==> src/hw/rtl/wfrs_pkg.sv <==
// ----------------------------------------------------------------------------
// Weighted frame range splitter package
// Shared widths, status codes and controller state type.
// ----------------------------------------------------------------------------
`default_nettype none

package wfrs_pkg;

    // Field widths.
    localparam int FRAME_W    = 31;
    localparam int WEIGHT_W   = 32;
    localparam int SUM_W      = 36;
    localparam int SLOT_W     = 4;
    localparam int COUNT_W    = 5;
    localparam int PROD_W     = FRAME_W + WEIGHT_W;
    localparam int RESULT_CAP = 16;
    localparam int S_TDATA_W  = 104;
    localparam int M_TDATA_W  = 72;

    // Result status codes.
    typedef logic [1:0] status_t;
    localparam status_t STATUS_OK          = 2'd0;
    localparam status_t STATUS_BAD_RANGE   = 2'd1;
    localparam status_t STATUS_NO_WORKERS  = 2'd2;
    localparam status_t STATUS_ZERO_WEIGHT = 2'd3;

    // Input operation codes.
    localparam logic OP_STORE = 1'b0;
    localparam logic OP_SPLIT = 1'b1;

    // Controller states.
    typedef enum logic [3:0] {
        ST_IDLE,
        ST_CHECK,
        ST_SUM_RD,
        ST_SUM_ACC,
        ST_W_RD,
        ST_W_MUL,
        ST_W_DIV_GO,
        ST_DIV_WAIT,
        ST_EMIT
    } state_t;

endpackage

`default_nettype wire

==> src/hw/rtl/wfrs_ram.sv <==
// ----------------------------------------------------------------------------
// Generic RAM
// One write port and one read port with a registered read.
// ----------------------------------------------------------------------------
`default_nettype none

module wfrs_ram #(
    parameter int WIDTH = 32,
    parameter int DEPTH = 16
) (
    input  wire logic                     clk,
    input  wire logic                     we,
    input  wire logic [$clog2(DEPTH)-1:0] waddr,
    input  wire logic [WIDTH-1:0]         wdata,
    input  wire logic                     re,
    input  wire logic [$clog2(DEPTH)-1:0] raddr,
    output logic      [WIDTH-1:0]         rdata
);

    logic [WIDTH-1:0] mem [DEPTH];

    // Write port.
    always_ff @(posedge clk)
    begin
        if (we)
        begin
            mem[waddr] <= wdata;
        end
    end

    // Registered read port.
    always_ff @(posedge clk)
    begin
        if (re)
        begin
            rdata <= mem[raddr];
        end
    end

endmodule

`default_nettype wire

==> src/hw/rtl/wfrs_divider.sv <==
// ----------------------------------------------------------------------------
// Restoring divider
// Unsigned division, one quotient bit per cycle, with a done pulse.
// ----------------------------------------------------------------------------
`default_nettype none

module wfrs_divider #(
    parameter int DIVIDEND_W = 63,
    parameter int DIVISOR_W  = 36
) (
    input  wire logic                  clk,
    input  wire logic                  rst_n,
    input  wire logic                  start,
    input  wire logic [DIVIDEND_W-1:0] dividend,
    input  wire logic [DIVISOR_W-1:0]  divisor,
    output logic                       busy,
    output logic                       done,
    output logic      [DIVIDEND_W-1:0] quotient,
    output logic      [DIVISOR_W-1:0]  remainder
);

    localparam int CNT_W = $clog2(DIVIDEND_W + 1);

    logic [DIVIDEND_W-1:0] quo_reg;
    logic [DIVISOR_W-1:0]  rem_reg;
    logic [CNT_W-1:0]      cnt_reg;
    logic                  busy_reg;
    logic                  done_reg;
    logic [DIVISOR_W:0]    partial;
    logic [DIVISOR_W:0]    diff;

    // One trial subtraction.
    assign partial = {rem_reg, quo_reg[DIVIDEND_W-1]};
    assign diff    = partial - {1'b0, divisor};

    // Control: busy flag, step count and done pulse.
    always_ff @(posedge clk or negedge rst_n)
    begin
        if (!rst_n)
        begin
            busy_reg <= 1'b0;
            done_reg <= 1'b0;
            cnt_reg  <= '0;
        end
        else
        begin
            done_reg <= 1'b0;
            if (start)
            begin
                busy_reg <= 1'b1;
                cnt_reg  <= CNT_W'(DIVIDEND_W);
            end
            else if (busy_reg)
            begin
                cnt_reg <= cnt_reg - CNT_W'(1);
                if (cnt_reg == CNT_W'(1))
                begin
                    busy_reg <= 1'b0;
                    done_reg <= 1'b1;
                end
            end
        end
    end

    // Datapath: shift the quotient in while the remainder builds up.
    always_ff @(posedge clk)
    begin
        if (start)
        begin
            quo_reg <= dividend;
            rem_reg <= '0;
        end
        else if (busy_reg)
        begin
            if (!diff[DIVISOR_W])
            begin
                rem_reg <= diff[DIVISOR_W-1:0];
                quo_reg <= {quo_reg[DIVIDEND_W-2:0], 1'b1};
            end
            else
            begin
                rem_reg <= partial[DIVISOR_W-1:0];
                quo_reg <= {quo_reg[DIVIDEND_W-2:0], 1'b0};
            end
        end
    end

    assign busy      = busy_reg;
    assign done      = done_reg;
    assign quotient  = quo_reg;
    assign remainder = rem_reg;

endmodule

`default_nettype wire

==> src/hw/rtl/weighted_frame_range_splitter_core.sv <==
// ----------------------------------------------------------------------------
// Weighted frame range splitter core
// Splits a frame range into one contiguous sub-range per worker, evenly or
// in proportion to weights held in a small table.
// ----------------------------------------------------------------------------
// A store beat writes the table. A bad range or zero worker count goes from check
// straight to emit. A balanced split gives its first beat once the 63-step divider
// is done, then one beat per cycle while the output is not stalled. A weighted split
// sums the weights, then passes each worker but the last through the read, multiply,
// divide and emit states, the last through read and emit. One split is in flight at
// a time; input is taken again once the final beat sits in the output register. Reset
// clears the control state and the table valid bits, so every weight reads as zero.
`default_nettype none

module weighted_frame_range_splitter_core #(
    parameter int MAX_WORKERS = 16
) (
    input  wire logic         clk,
    input  wire logic         rst_n,
    // Input beat.
    input  wire logic         s_tvalid,
    output logic              s_tready,
    // tdata from bit 0: worker_slot(4), weight_value(32), range_first(31),
    // range_limit(31), worker_count(5), use_weights(1).
    input  wire logic [103:0] s_tdata,
    // tuser: operation(1).
    input  wire logic [0:0]   s_tuser,
    // Result beat.
    output logic              m_tvalid,
    input  wire logic         m_tready,
    // tdata from bit 0: part_start(31), part_end(31), worker_index(4), zero pad.
    output logic [71:0]       m_tdata,
    // tuser: status(2).
    output logic [1:0]        m_tuser,
    output logic              m_tlast
);

    localparam int AW  = $clog2(MAX_WORKERS);
    localparam int CAP = (MAX_WORKERS < wfrs_pkg::RESULT_CAP) ?
                         MAX_WORKERS : wfrs_pkg::RESULT_CAP;
    localparam int FW  = wfrs_pkg::FRAME_W;
    localparam int WW  = wfrs_pkg::WEIGHT_W;
    localparam int SW  = wfrs_pkg::SUM_W;
    localparam int CW  = wfrs_pkg::COUNT_W;
    localparam int PW  = wfrs_pkg::PROD_W;

    // Input fields.
    logic [3:0]    in_slot;
    logic [WW-1:0] in_weight;
    logic [FW-1:0] in_first;
    logic [FW-1:0] in_limit;
    logic [CW-1:0] in_count;
    logic          in_use;
    logic          in_accept;

    assign in_slot   = s_tdata[3:0];
    assign in_weight = s_tdata[35:4];
    assign in_first  = s_tdata[66:36];
    assign in_limit  = s_tdata[97:67];
    assign in_count  = s_tdata[102:98];
    assign in_use    = s_tdata[103];

    wfrs_pkg::state_t  state_reg, state_next;
    wfrs_pkg::status_t err_reg;

    logic [FW-1:0] first_reg, limit_reg, next_start_reg;
    logic [FW-1:0] rem_f_reg, size_reg, base_reg;
    logic [SW-1:0] rem_w_reg;
    logic [WW-1:0] w_reg;
    logic [PW-1:0] prod_reg;
    logic [CW-1:0] req_reg, workers_reg, extra_reg;
    logic [3:0]    idx_reg;
    logic          use_reg;

    logic [MAX_WORKERS-1:0] vld_reg;
    logic                   rd_vld_reg;

    logic          m_tvalid_reg, m_tlast_reg;
    logic [FW-1:0] m_start_reg, m_end_reg;
    logic [3:0]    m_idx_reg;
    logic [1:0]    m_status_reg;

    // Table and divider connections.
    logic          ram_we, ram_re;
    logic [AW-1:0] ram_waddr, ram_raddr;
    logic [WW-1:0] ram_rdata, wt_c;
    logic          div_start, div_busy, div_done;
    logic [PW-1:0] div_dividend, div_q;
    logic [SW-1:0] div_divisor, div_r;

    // Split bookkeeping.
    logic [FW-1:0] count_c, size_c, end_c;
    logic [CW-1:0] req_sat_c, workers_c, later_c;
    logic          bad_c, last_worker_c, out_free, out_load;
    logic          round_up_c;
    logic [31:0]   rounded_c, top_c, clamped_c;

    assign in_accept = s_tvalid && s_tready;
    assign s_tready  = (state_reg == wfrs_pkg::ST_IDLE);
    assign out_free  = !m_tvalid_reg || m_tready;

    // A store writes the table directly from the input beat.
    assign ram_we    = in_accept && (s_tuser[0] == wfrs_pkg::OP_STORE)
                       && ({28'd0, in_slot} < 32'(MAX_WORKERS));
    assign ram_waddr = AW'(in_slot);
    assign wt_c      = rd_vld_reg ? ram_rdata : '0;

    // Range checks and active worker count.
    assign count_c   = limit_reg - first_reg;
    assign bad_c     = (limit_reg <= first_reg);
    assign req_sat_c = (req_reg > CW'(CAP)) ? CW'(CAP) : req_reg;
    assign workers_c = (FW'(req_sat_c) <= count_c) ? req_sat_c : count_c[CW-1:0];

    assign later_c       = workers_reg - CW'(idx_reg) - CW'(1);
    assign last_worker_c = ((CW'(idx_reg) + CW'(1)) == workers_reg);

    // Divider operands: balanced split or one weighted share.
    assign div_dividend = use_reg ? prod_reg : PW'(count_c);
    assign div_divisor  = use_reg ? rem_w_reg : SW'(workers_c);

    // Round half up, then clamp to [1, remaining minus later workers].
    assign round_up_c = ({div_r, 1'b0} >= {1'b0, rem_w_reg});
    assign rounded_c  = div_q[31:0] + 32'(round_up_c);
    assign top_c      = 32'(rem_f_reg) - 32'(later_c);
    always_comb
    begin
        clamped_c = rounded_c;
        if (clamped_c == 32'd0)
        begin
            clamped_c = 32'd1;
        end
        if (clamped_c > top_c)
        begin
            clamped_c = top_c;
        end
    end

    // Size of the current worker's sub-range.
    assign size_c = use_reg ? size_reg
                            : base_reg + FW'(CW'(idx_reg) < extra_reg);
    assign end_c  = next_start_reg + size_c;

    // Next state.
    always_comb
    begin
        state_next = state_reg;
        case (state_reg)
            wfrs_pkg::ST_IDLE:
            begin
                if (in_accept && (s_tuser[0] == wfrs_pkg::OP_SPLIT))
                begin
                    state_next = wfrs_pkg::ST_CHECK;
                end
            end
            wfrs_pkg::ST_CHECK:
            begin
                if (bad_c || (req_reg == '0))
                begin
                    state_next = wfrs_pkg::ST_EMIT;
                end
                else if (use_reg)
                begin
                    state_next = wfrs_pkg::ST_SUM_RD;
                end
                else
                begin
                    state_next = wfrs_pkg::ST_DIV_WAIT;
                end
            end
            wfrs_pkg::ST_SUM_RD:
            begin
                state_next = wfrs_pkg::ST_SUM_ACC;
            end
            wfrs_pkg::ST_SUM_ACC:
            begin
                if (wt_c == '0)
                begin
                    state_next = wfrs_pkg::ST_EMIT;
                end
                else if (last_worker_c)
                begin
                    state_next = wfrs_pkg::ST_W_RD;
                end
                else
                begin
                    state_next = wfrs_pkg::ST_SUM_RD;
                end
            end
            wfrs_pkg::ST_W_RD:
            begin
                state_next = last_worker_c ? wfrs_pkg::ST_EMIT : wfrs_pkg::ST_W_MUL;
            end
            wfrs_pkg::ST_W_MUL:
            begin
                state_next = wfrs_pkg::ST_W_DIV_GO;
            end
            wfrs_pkg::ST_W_DIV_GO:
            begin
                state_next = wfrs_pkg::ST_DIV_WAIT;
            end
            wfrs_pkg::ST_DIV_WAIT:
            begin
                if (div_done)
                begin
                    state_next = wfrs_pkg::ST_EMIT;
                end
            end
            wfrs_pkg::ST_EMIT:
            begin
                if (out_free)
                begin
                    if ((err_reg != wfrs_pkg::STATUS_OK) || last_worker_c)
                    begin
                        state_next = wfrs_pkg::ST_IDLE;
                    end
                    else if (use_reg)
                    begin
                        state_next = wfrs_pkg::ST_W_RD;
                    end
                end
            end
            default:
            begin
                state_next = wfrs_pkg::ST_IDLE;
            end
        endcase
    end

    // Controller outputs.
    always_comb
    begin
        ram_re    = 1'b0;
        ram_raddr = AW'(idx_reg);
        div_start = 1'b0;
        out_load  = 1'b0;
        case (state_reg)
            wfrs_pkg::ST_CHECK:
            begin
                div_start = !bad_c && (req_reg != '0) && !use_reg;
            end
            wfrs_pkg::ST_SUM_RD:
            begin
                ram_re = 1'b1;
            end
            wfrs_pkg::ST_W_RD:
            begin
                ram_re = !last_worker_c;
            end
            wfrs_pkg::ST_W_DIV_GO:
            begin
                div_start = 1'b1;
            end
            wfrs_pkg::ST_EMIT:
            begin
                out_load = out_free;
            end
            default:
            begin
                ram_re = 1'b0;
            end
        endcase
    end

    // Control registers.
    always_ff @(posedge clk or negedge rst_n)
    begin
        if (!rst_n)
        begin
            state_reg    <= wfrs_pkg::ST_IDLE;
            vld_reg      <= '0;
            m_tvalid_reg <= 1'b0;
        end
        else
        begin
            state_reg <= state_next;
            if (ram_we)
            begin
                vld_reg[ram_waddr] <= 1'b1;
            end
            if (out_load)
            begin
                m_tvalid_reg <= 1'b1;
            end
            else if (m_tready)
            begin
                m_tvalid_reg <= 1'b0;
            end
        end
    end

    // Split datapath.
    always_ff @(posedge clk)
    begin
        if (ram_re)
        begin
            rd_vld_reg <= vld_reg[ram_raddr];
        end
        case (state_reg)
            wfrs_pkg::ST_IDLE:
            begin
                first_reg <= in_first;
                limit_reg <= in_limit;
                req_reg   <= in_count;
                use_reg   <= in_use;
            end
            wfrs_pkg::ST_CHECK:
            begin
                workers_reg    <= workers_c;
                idx_reg        <= '0;
                rem_w_reg      <= '0;
                rem_f_reg      <= count_c;
                next_start_reg <= first_reg;
                if (bad_c)
                begin
                    err_reg <= wfrs_pkg::STATUS_BAD_RANGE;
                end
                else if (req_reg == '0)
                begin
                    err_reg <= wfrs_pkg::STATUS_NO_WORKERS;
                end
                else
                begin
                    err_reg <= wfrs_pkg::STATUS_OK;
                end
            end
            wfrs_pkg::ST_SUM_ACC:
            begin
                // Accumulate the weight sum; a zero weight aborts the split.
                rem_w_reg <= rem_w_reg + SW'(wt_c);
                if (wt_c == '0)
                begin
                    err_reg <= wfrs_pkg::STATUS_ZERO_WEIGHT;
                end
                else if (last_worker_c)
                begin
                    idx_reg <= '0;
                end
                else
                begin
                    idx_reg <= idx_reg + 4'd1;
                end
            end
            wfrs_pkg::ST_W_RD:
            begin
                size_reg <= rem_f_reg;
            end
            wfrs_pkg::ST_W_MUL:
            begin
                w_reg    <= wt_c;
                prod_reg <= PW'(rem_f_reg) * PW'(wt_c);
            end
            wfrs_pkg::ST_DIV_WAIT:
            begin
                if (div_done)
                begin
                    if (use_reg)
                    begin
                        size_reg  <= clamped_c[FW-1:0];
                        rem_f_reg <= rem_f_reg - clamped_c[FW-1:0];
                        rem_w_reg <= rem_w_reg - SW'(w_reg);
                    end
                    else
                    begin
                        base_reg  <= div_q[FW-1:0];
                        extra_reg <= div_r[CW-1:0];
                    end
                end
            end
            wfrs_pkg::ST_EMIT:
            begin
                if (out_free)
                begin
                    next_start_reg <= end_c;
                    idx_reg        <= idx_reg + 4'd1;
                end
            end
            default:
            begin
                idx_reg <= idx_reg;
            end
        endcase
    end

    // Output register.
    always_ff @(posedge clk)
    begin
        if (out_load)
        begin
            if (err_reg != wfrs_pkg::STATUS_OK)
            begin
                m_start_reg <= '0;
                m_end_reg   <= '0;
                m_idx_reg   <= '0;
                m_tlast_reg <= 1'b1;
            end
            else
            begin
                m_start_reg <= next_start_reg;
                m_end_reg   <= end_c;
                m_idx_reg   <= idx_reg;
                m_tlast_reg <= last_worker_c;
            end
            m_status_reg <= err_reg;
        end
    end

    assign m_tvalid = m_tvalid_reg;
    assign m_tdata  = {6'd0, m_idx_reg, m_end_reg, m_start_reg};
    assign m_tuser  = m_status_reg;
    assign m_tlast  = m_tlast_reg;

    // Weight table.
    wfrs_ram #(
        .WIDTH(WW),
        .DEPTH(MAX_WORKERS)
    ) u_table (
        .clk  (clk),
        .we   (ram_we),
        .waddr(ram_waddr),
        .wdata(in_weight),
        .re   (ram_re),
        .raddr(ram_raddr),
        .rdata(ram_rdata)
    );

    // Shared divider for balanced and weighted shares.
    wfrs_divider #(
        .DIVIDEND_W(PW),
        .DIVISOR_W (SW)
    ) u_div (
        .clk      (clk),
        .rst_n    (rst_n),
        .start    (div_start),
        .dividend (div_dividend),
        .divisor  (div_divisor),
        .busy     (div_busy),
        .done     (div_done),
        .quotient (div_q),
        .remainder(div_r)
    );

    // The divider is never restarted while it is still working.
    assert property (@(posedge clk) disable iff (!rst_n) div_start |-> !div_busy)
        else $error("divider started while busy");

    // A finished division is only seen while the controller waits for it.
    assert property (@(posedge clk) disable iff (!rst_n)
        div_done |-> (state_reg == wfrs_pkg::ST_DIV_WAIT))
        else $error("division finished outside the wait state");

    // Every worker that gets a sub-range gets at least one frame.
    assert property (@(posedge clk) disable iff (!rst_n)
        (out_load && (err_reg == wfrs_pkg::STATUS_OK)) |-> (size_c != '0))
        else $error("empty sub-range issued");

    // An error beat closes the split and carries no range.
    assert property (@(posedge clk) disable iff (!rst_n)
        (out_load && (err_reg != wfrs_pkg::STATUS_OK)) |=>
        (m_tlast && (m_tdata == '0)))
        else $error("malformed error beat");

endmodule

`default_nettype wire

==> config.mk <==
export PLATFORM = sky130hd
export DESIGN_NAME = weighted_frame_range_splitter_core
export DESIGN_NICKNAME = d
export VERILOG_FILES = /design/src/hw/rtl/wfrs_pkg.sv /design/src/hw/rtl/wfrs_ram.sv /design/src/hw/rtl/wfrs_divider.sv /design/src/hw/rtl/weighted_frame_range_splitter_core.sv
export SDC_FILE = /design/constraint.sdc
export NUM_CORES = 2
export LEC_CHECK = 0
export BUFFER_PORTS_ARGS = -buffer_cell sky130_fd_sc_hd__buf_2
export CORE_ASPECT_RATIO = 0.5
export CORE_MARGIN = 2
export CORE_UTILIZATION = 32
export DETAILED_ROUTE_END_ITERATION = 12
export GPL_TIMING_DRIVEN = 1
export PLACE_DENSITY = 0.5
export SYNTH_ARGS = -nofsm -noshare
export SYNTH_HDL_FRONTEND = slang
export SYNTH_SLANG_ARGS = --single-unit
==> constraint.sdc <==
create_clock -name clk -period 25.4 [get_ports clk]
set_input_delay 1.27 -clock clk [delete_from_list [all_inputs] [get_ports clk]]
set_output_delay 1.27 -clock clk [all_outputs]
set_load 0.02 [all_outputs]
### Word-level counts from Yosys, hierarchy flattened

Memories as Yosys holds them, arrays and structs flattened. A register that Yosys moved wholly into a read port is not among the register bits.
Cells that the tools add are included.

| word-level totals | value |
|---|---|
| RAM bits | 512 |
| register bits after elaboration | 537 |
| memories | 1 |
| input bits | 109 |
| output and inout port bits | 77 |
| logic and storage cells | 170 |

| cells by class | value |
|---|---|
| add/sub/neg operators | 14 |
| reductions and logical operators | 35 |
| $lt $le $gt $ge | 9 |
| $mul | 1 |
| multiplexer cells | 61 |
| bitwise logic cells | 3 |
| equal/unequal tests | 17 |

Memories:

| name | words | width | read ports | clocked after Yosys merged registers in | wr ports | RTL line | source |
|---|---|---|---|---|---|---|---|
| u_table.mem | 16 | 32 | 1 | 1 | 1 | wfrs_ram.sv:20 | `logic [WIDTH-1:0] mem [DEPTH];` |

Operators by type and width:

| cell | number |
|---|---|
| $mux 31 | 7 |
| $mux 63 | 3 |
| $pmux 31 s2 | 3 |
| $mux 36 | 4 |
| $pmux 36 s3 | 1 |
| $logic_not 32->1 | 2 |
| $mux 32 | 2 |
| $mul 31x32->63 | 1 |
| $sub 31x31->31 | 2 |
| $mux 4 | 11 |
| $ge 37x36->1 | 1 |
| $sub 37x36->37 | 1 |
| $add 36x32->36 | 1 |
| $pmux 4 s9 | 1 |
| $sub 36x32->36 | 1 |
| $add 32x1->32 | 1 |
| $gt 32x32->1 | 1 |
| $sub 31x5->32 | 1 |
| $add 31x1->31 | 1 |
| $add 31x31->31 | 1 |
| $le 31x31->1 | 1 |
| $le 5x31->1 | 1 |
| $eq 4x3->1 const B | 4 |
| $or 16x16->16 | 1 |
| 39 further kinds | 87 |

### Depth between registers and ports, before layout

| logic depth | value |
|---|---|
| word-level depth | 10 |
| depth in mapped cells | 51 |
| depth with buffers taken out | 47 |

### Modules after synthesis

From an unflattened synthesis, not the netlist that was laid out.

| unflattened totals | value |
|---|---|
| cell total of the unflattened synthesis | 7976 |
| area total of the unflattened synthesis | 86859.6 um^2 |

By module, submodules not included:

| module | cells each | instances | area each (um^2) | seq. area each (um^2) |
|---|---|---|---|---|
| weighted_frame_range_splitter_core | 6441 | 1 | 59712.3 | 12807.3 |
| wfrs_ram | 838 | 1 | 20155.6 | 16335.7 |
| wfrs_divider | 697 | 1 | 6991.7 | 2812.7 |

### Worst setup path after synthesis

No wires, ideal clock.

| timing path | value |
|---|---|
| path kind | register to register |
| start | register state_reg[2] |
| end | memory u_table.mem[0][0] (enable) |
| stages on the path, launching flop included | 6 |
| buffers on the path | 1 |
| clock period less this slack | 11722 ps |
| required time | 24937 ps |
| path slack | 13678 ps |
| library setup time | 463 ps |
| arrival | 11260 ps |
| cells stage by stage | dfrtp_1 clkbuf_1 nor4_1 nand3b_1 or3_1 nor3_1 |

| between the ends | value |
|---|---|
| longest elaborated chain between the ends | 5 |

RTL lines:

| item | RTL line | source |
|---|---|---|
| start: declaration | weighted_frame_range_splitter_core.sv:63 | `wfrs_pkg::state_t state_reg, state_next;` |
| start signal: assignment | weighted_frame_range_splitter_core.sv:269 | `state_reg <= wfrs_pkg::ST_IDLE;` |
| start signal: assignment | weighted_frame_range_splitter_core.sv:275 | `state_reg <= state_next;` |
| $logic_not 4->1 | weighted_frame_range_splitter_core.sv:99 | `assign s_tready = (state_reg == wfrs_pkg::ST_IDLE);` |
| via s_tready | weighted_frame_range_splitter_core.sv:22 | `output logic s_tready,` |
| $logic_and 1x1->1 | weighted_frame_range_splitter_core.sv:98 | `assign in_accept = s_tvalid && s_tready;` |
| $logic_and 1x1->1 | weighted_frame_range_splitter_core.sv:103 | `assign ram_we = in_accept && (s_tuser[0] == wfrs_pkg::OP_STORE)` |
| $mux 1 | wfrs_ram.sv:25 | `if (we)` |
| $mux 1 (not written as such) | wfrs_ram.sv:27 | `mem[waddr] <= wdata;` |
| end: declaration | wfrs_ram.sv:20 |  |

The timed path passes the listed nets, and every way through them passes these cells.

### Final worst setup path

| timing path | value |
|---|---|
| start | register rem_w_reg[1] |
| end | register rem_f_reg[29] (data pin) |

| between the ends | value |
|---|---|
| longest elaborated chain between the ends | 10 |

RTL lines:

| item | RTL line | source |
|---|---|---|
| start: declaration | weighted_frame_range_splitter_core.sv:68 | `logic [SW-1:0] rem_w_reg;` |
| start signal: assignment | weighted_frame_range_splitter_core.sv:329 | `rem_w_reg <= rem_w_reg + SW'(wt_c);` |
| start signal: assignment | weighted_frame_range_splitter_core.sv:360 | `rem_w_reg <= rem_w_reg - SW'(w_reg);` |
| $ge 37x36->1 * | weighted_frame_range_splitter_core.sv:122 | `assign round_up_c = ({div_r, 1'b0} >= {1'b0, rem_w_reg});` |
| $add 32x1->32 * | weighted_frame_range_splitter_core.sv:123 | `assign rounded_c = div_q[31:0] + 32'(round_up_c);` |
| $logic_not 32->1 | weighted_frame_range_splitter_core.sv:128 | `if (clamped_c == 32'd0)` |
| $mux 32 * | weighted_frame_range_splitter_core.sv:128 |  |
| $gt 32x32->1 | weighted_frame_range_splitter_core.sv:132 | `if (clamped_c > top_c)` |
| $mux 31 * | weighted_frame_range_splitter_core.sv:132 |  |
| $sub 31x31->31 * | weighted_frame_range_splitter_core.sv:359 | `rem_f_reg <= rem_f_reg - clamped_c[FW-1:0];` |
| $mux 31 * | weighted_frame_range_splitter_core.sv:356 | `if (use_reg)` |
| $mux 31 * | weighted_frame_range_splitter_core.sv:354 | `if (div_done)` |
| $pmux 31 s2 * | weighted_frame_range_splitter_core.sv:298 | `case (state_reg)` |
| end signal: assignment | weighted_frame_range_splitter_core.sv:311 | `rem_f_reg <= count_c;` |
| end signal: assignment | weighted_frame_range_splitter_core.sv:359 |  |
| end: declaration | weighted_frame_range_splitter_core.sv:67 | `logic [FW-1:0] rem_f_reg, size_reg, base_reg;` |

Mark *: on every way between the ends. The rest lies on a longest branch, timed or not. The select of a mux whose other input is x is not followed.
A chain may end at the register's enable or synchronous reset.

==> metrics.txt <==
hold path cells=1; routed vias/inst=5.11; layout cells sized above 1=9.80%; Crit. End Element=register; CTS resizes=0; RSZ-0062 raised after global routing=no; Rel. slew slack=16.1%; f_max=91.5 MHz; Core Area=0.267 mm²; Post-CTS Hold Fix Bufs=0; first-pass GRT wire length=396000 µm; Yosys reg bits=1081; Initial Util=32.2%; startpoint types=register; # DRC=0; later-pin clock latency in the skew report=770 ps; post-CTS setup buffers=0; xor and xnor area share after synthesis=3.22%; R2R setup slack=14470 ps; run status=finished, final reports clean; Synth cell types=115; largest net degree at the start of global routing=157; H-tree Lvls=3; Post-synth top cells=1221 x nand2_1, 1089 x inv_1, 1016 x edfxtp_1; largest family of logic cells by synthesized area=adder cells; wire per inst=22.8 µm; CP arrival=11410 ps; initial drt markers=4965; CP Depth=46; Final nets=9385; CP most frequent cell=ha_1; largest cells by area after synthesis=edfxtp_1 35%, fa_1 20%, ha_1 7.3%, nand2_1 5.3%, inv_1 4.7%; Total GRT Usage=19.3%; Worst-Margin Slew=1250 ps; Slew Viols, Final=0; post-synthesis sequential area ratio=37.1%; mux share of post-synthesis cell area=5.25%; Num CTS Buffers=106; vias=59200; number of flip-flops in the largest register=512; Detailed Place HPWL=190000 µm; Yosys warning count=0; chip width=738 µm; GRT overflow=0; Hold Startpoint=vld_reg[14]; Clk pin slew, worst setup/hold paths=80 ps; Yosys top cell area share=35.4%; crit path buf inv count=3; number of fill cells=26800; Rows=134; CP max stage cell=buf_4; Worst path top cell family by delay=compound AO/OA/AOI/OAI gates; setup TNS=0 ps; clock root buffer master=clkbuf_16; final hold violation count=0; hold path endpoint=vld_reg[14]; CTS Buffer Depth=3; min cycle time layout=10930 ps; FF/Latch Area=0.0320 mm²; Top FF cell, synth=edfxtp_1; DRT Pass-1 Iters=5; Hold Path Class=reg -> reg; Compound-Gate Fraction of Synth Area=7.97%; post-synthesis async set-or-reset flop share=2.68%; Critical Path RT=25880 ps; post-synthesis adder-cell area fraction=27.7%; Multi-input gate area=0.0487 mm²; count of final setup violators=0; initial antenna violation count=29; Post-Synthesis Cells=7887; Final Cycle Share=43.0%; Worst Path Max Fanout=65; worst flop-to-flop path startpoint=rem_w_reg[1]; DRT antenna net count=0; CTS sink cnt=1081; Setup Skew=53.1 ps; Ports=186; Die Y=371 µm; GP Congestion=0.884; Cell Area, Synth=0.0861 mm²; Port Buf Inserts=179; max cap viols=0; final WL=264000 µm; CP max stage delay=520 ps; Layout area overhead=10.1%; number of global-route vias before repair=60500; CTS tree=yes; Reg2Reg Depth=46; average size of a mapped cell=10.9 µm²; Post-synth EDFFs=1016; r2r endpoint=rem_f_reg[29]; die footprint=0.273 mm²; count leader, synth=nand2_1; Setup CP Type=reg -> reg; Post-Synth Simple-Gate Area=12.1%; top cell type by total area after synthesis=edfxtp_1
## routing by layer
layer  global-route usage, %  share of wire [%]  up-vias
met2                    30.7                 45     1625
met5                       0              0.086        -
li1                        -                  -    26600
met3                    3.54                6.5      363
met1                    27.3                 46    30600
met4                    4.36                2.4       34
## cells in the final DEF (no fill, tap or decap), types with 75 or more instances in the layout
| master | count |
|---|---|
| buf_4 | 129 |
| mux4_2 | 165 |
| and2_1 | 75 |
| xor2_1 | 113 |
| buf_2 | 179 |
| a21oi_1 | 272 |
| clkbuf_16 | 106 |
| ha_1 | 504 |
| a21o_1 | 130 |
| nand3_1 | 77 |
| o21ai_0 | 322 |
| inv_1 | 1083 |
| nor3_1 | 92 |
| nand2_1 | 1221 |
| xnor2_1 | 201 |
| and3_1 | 218 |
| edfxtp_1 | 1016 |
| fa_1 | 873 |
| nor2_1 | 266 |
## through the flow
step                      area [µm²]  worst slack (ps)  hold slack, ps  instances  util [%]
after floorplan                86100             13680             421       7892         -
after global placement         91200             14600             446      11400      34.1
after detailed placement       91200             14540             447      11400      34.1
after CTS                      94800             14520             465      11600      35.5
after global routing           94800             13370             482      11600      35.5
final                          94800             14470             463      11600      35.5
## how the worst max path moves through the flow
stage,start,end
after global routing,rem_w_reg[1],rem_f_reg[29]
after CTS,rem_w_reg[1],rem_f_reg[29]
after floorplan,state_reg[2],u_table.mem[0][0]
after detailed placement,rem_w_reg[1],rem_f_reg[29]
final,rem_w_reg[1],rem_f_reg[29]
after global placement,rem_w_reg[1],rem_f_reg[29]
## cell type report
| cell class | instances | share of cell area, % |
|---|---|---|
| multi-input cells | 5306 | 51.3 |
| flip-flops and latches | 1081 | 33.7 |
| well taps | 3604 | 4.76 |
| inverters | 1093 | 4.33 |
| clock buffers | 128 | 2.94 |
| repair buffers | 311 | 2.03 |
| clock inverters | 74 | 0.911 |
| diodes | 5 | 0.0132 |
## cells by family (layout without fill, tap and decap cells)
group,after synthesis,count (layout)
AOI/OAI and AO/OA,1084,1084
xor gates and xnor gates,316,316
adders and majority gates,1381,1381
buffers and inverters,1505,1606
DFF,1081,1081
muxes,244,244
other,1,11
and+or+nand+nor,2275,2275
Power is left out: the tool's default activity adds up to more than one toggle a clock period on the data nets, which glitch-free logic cannot reach.
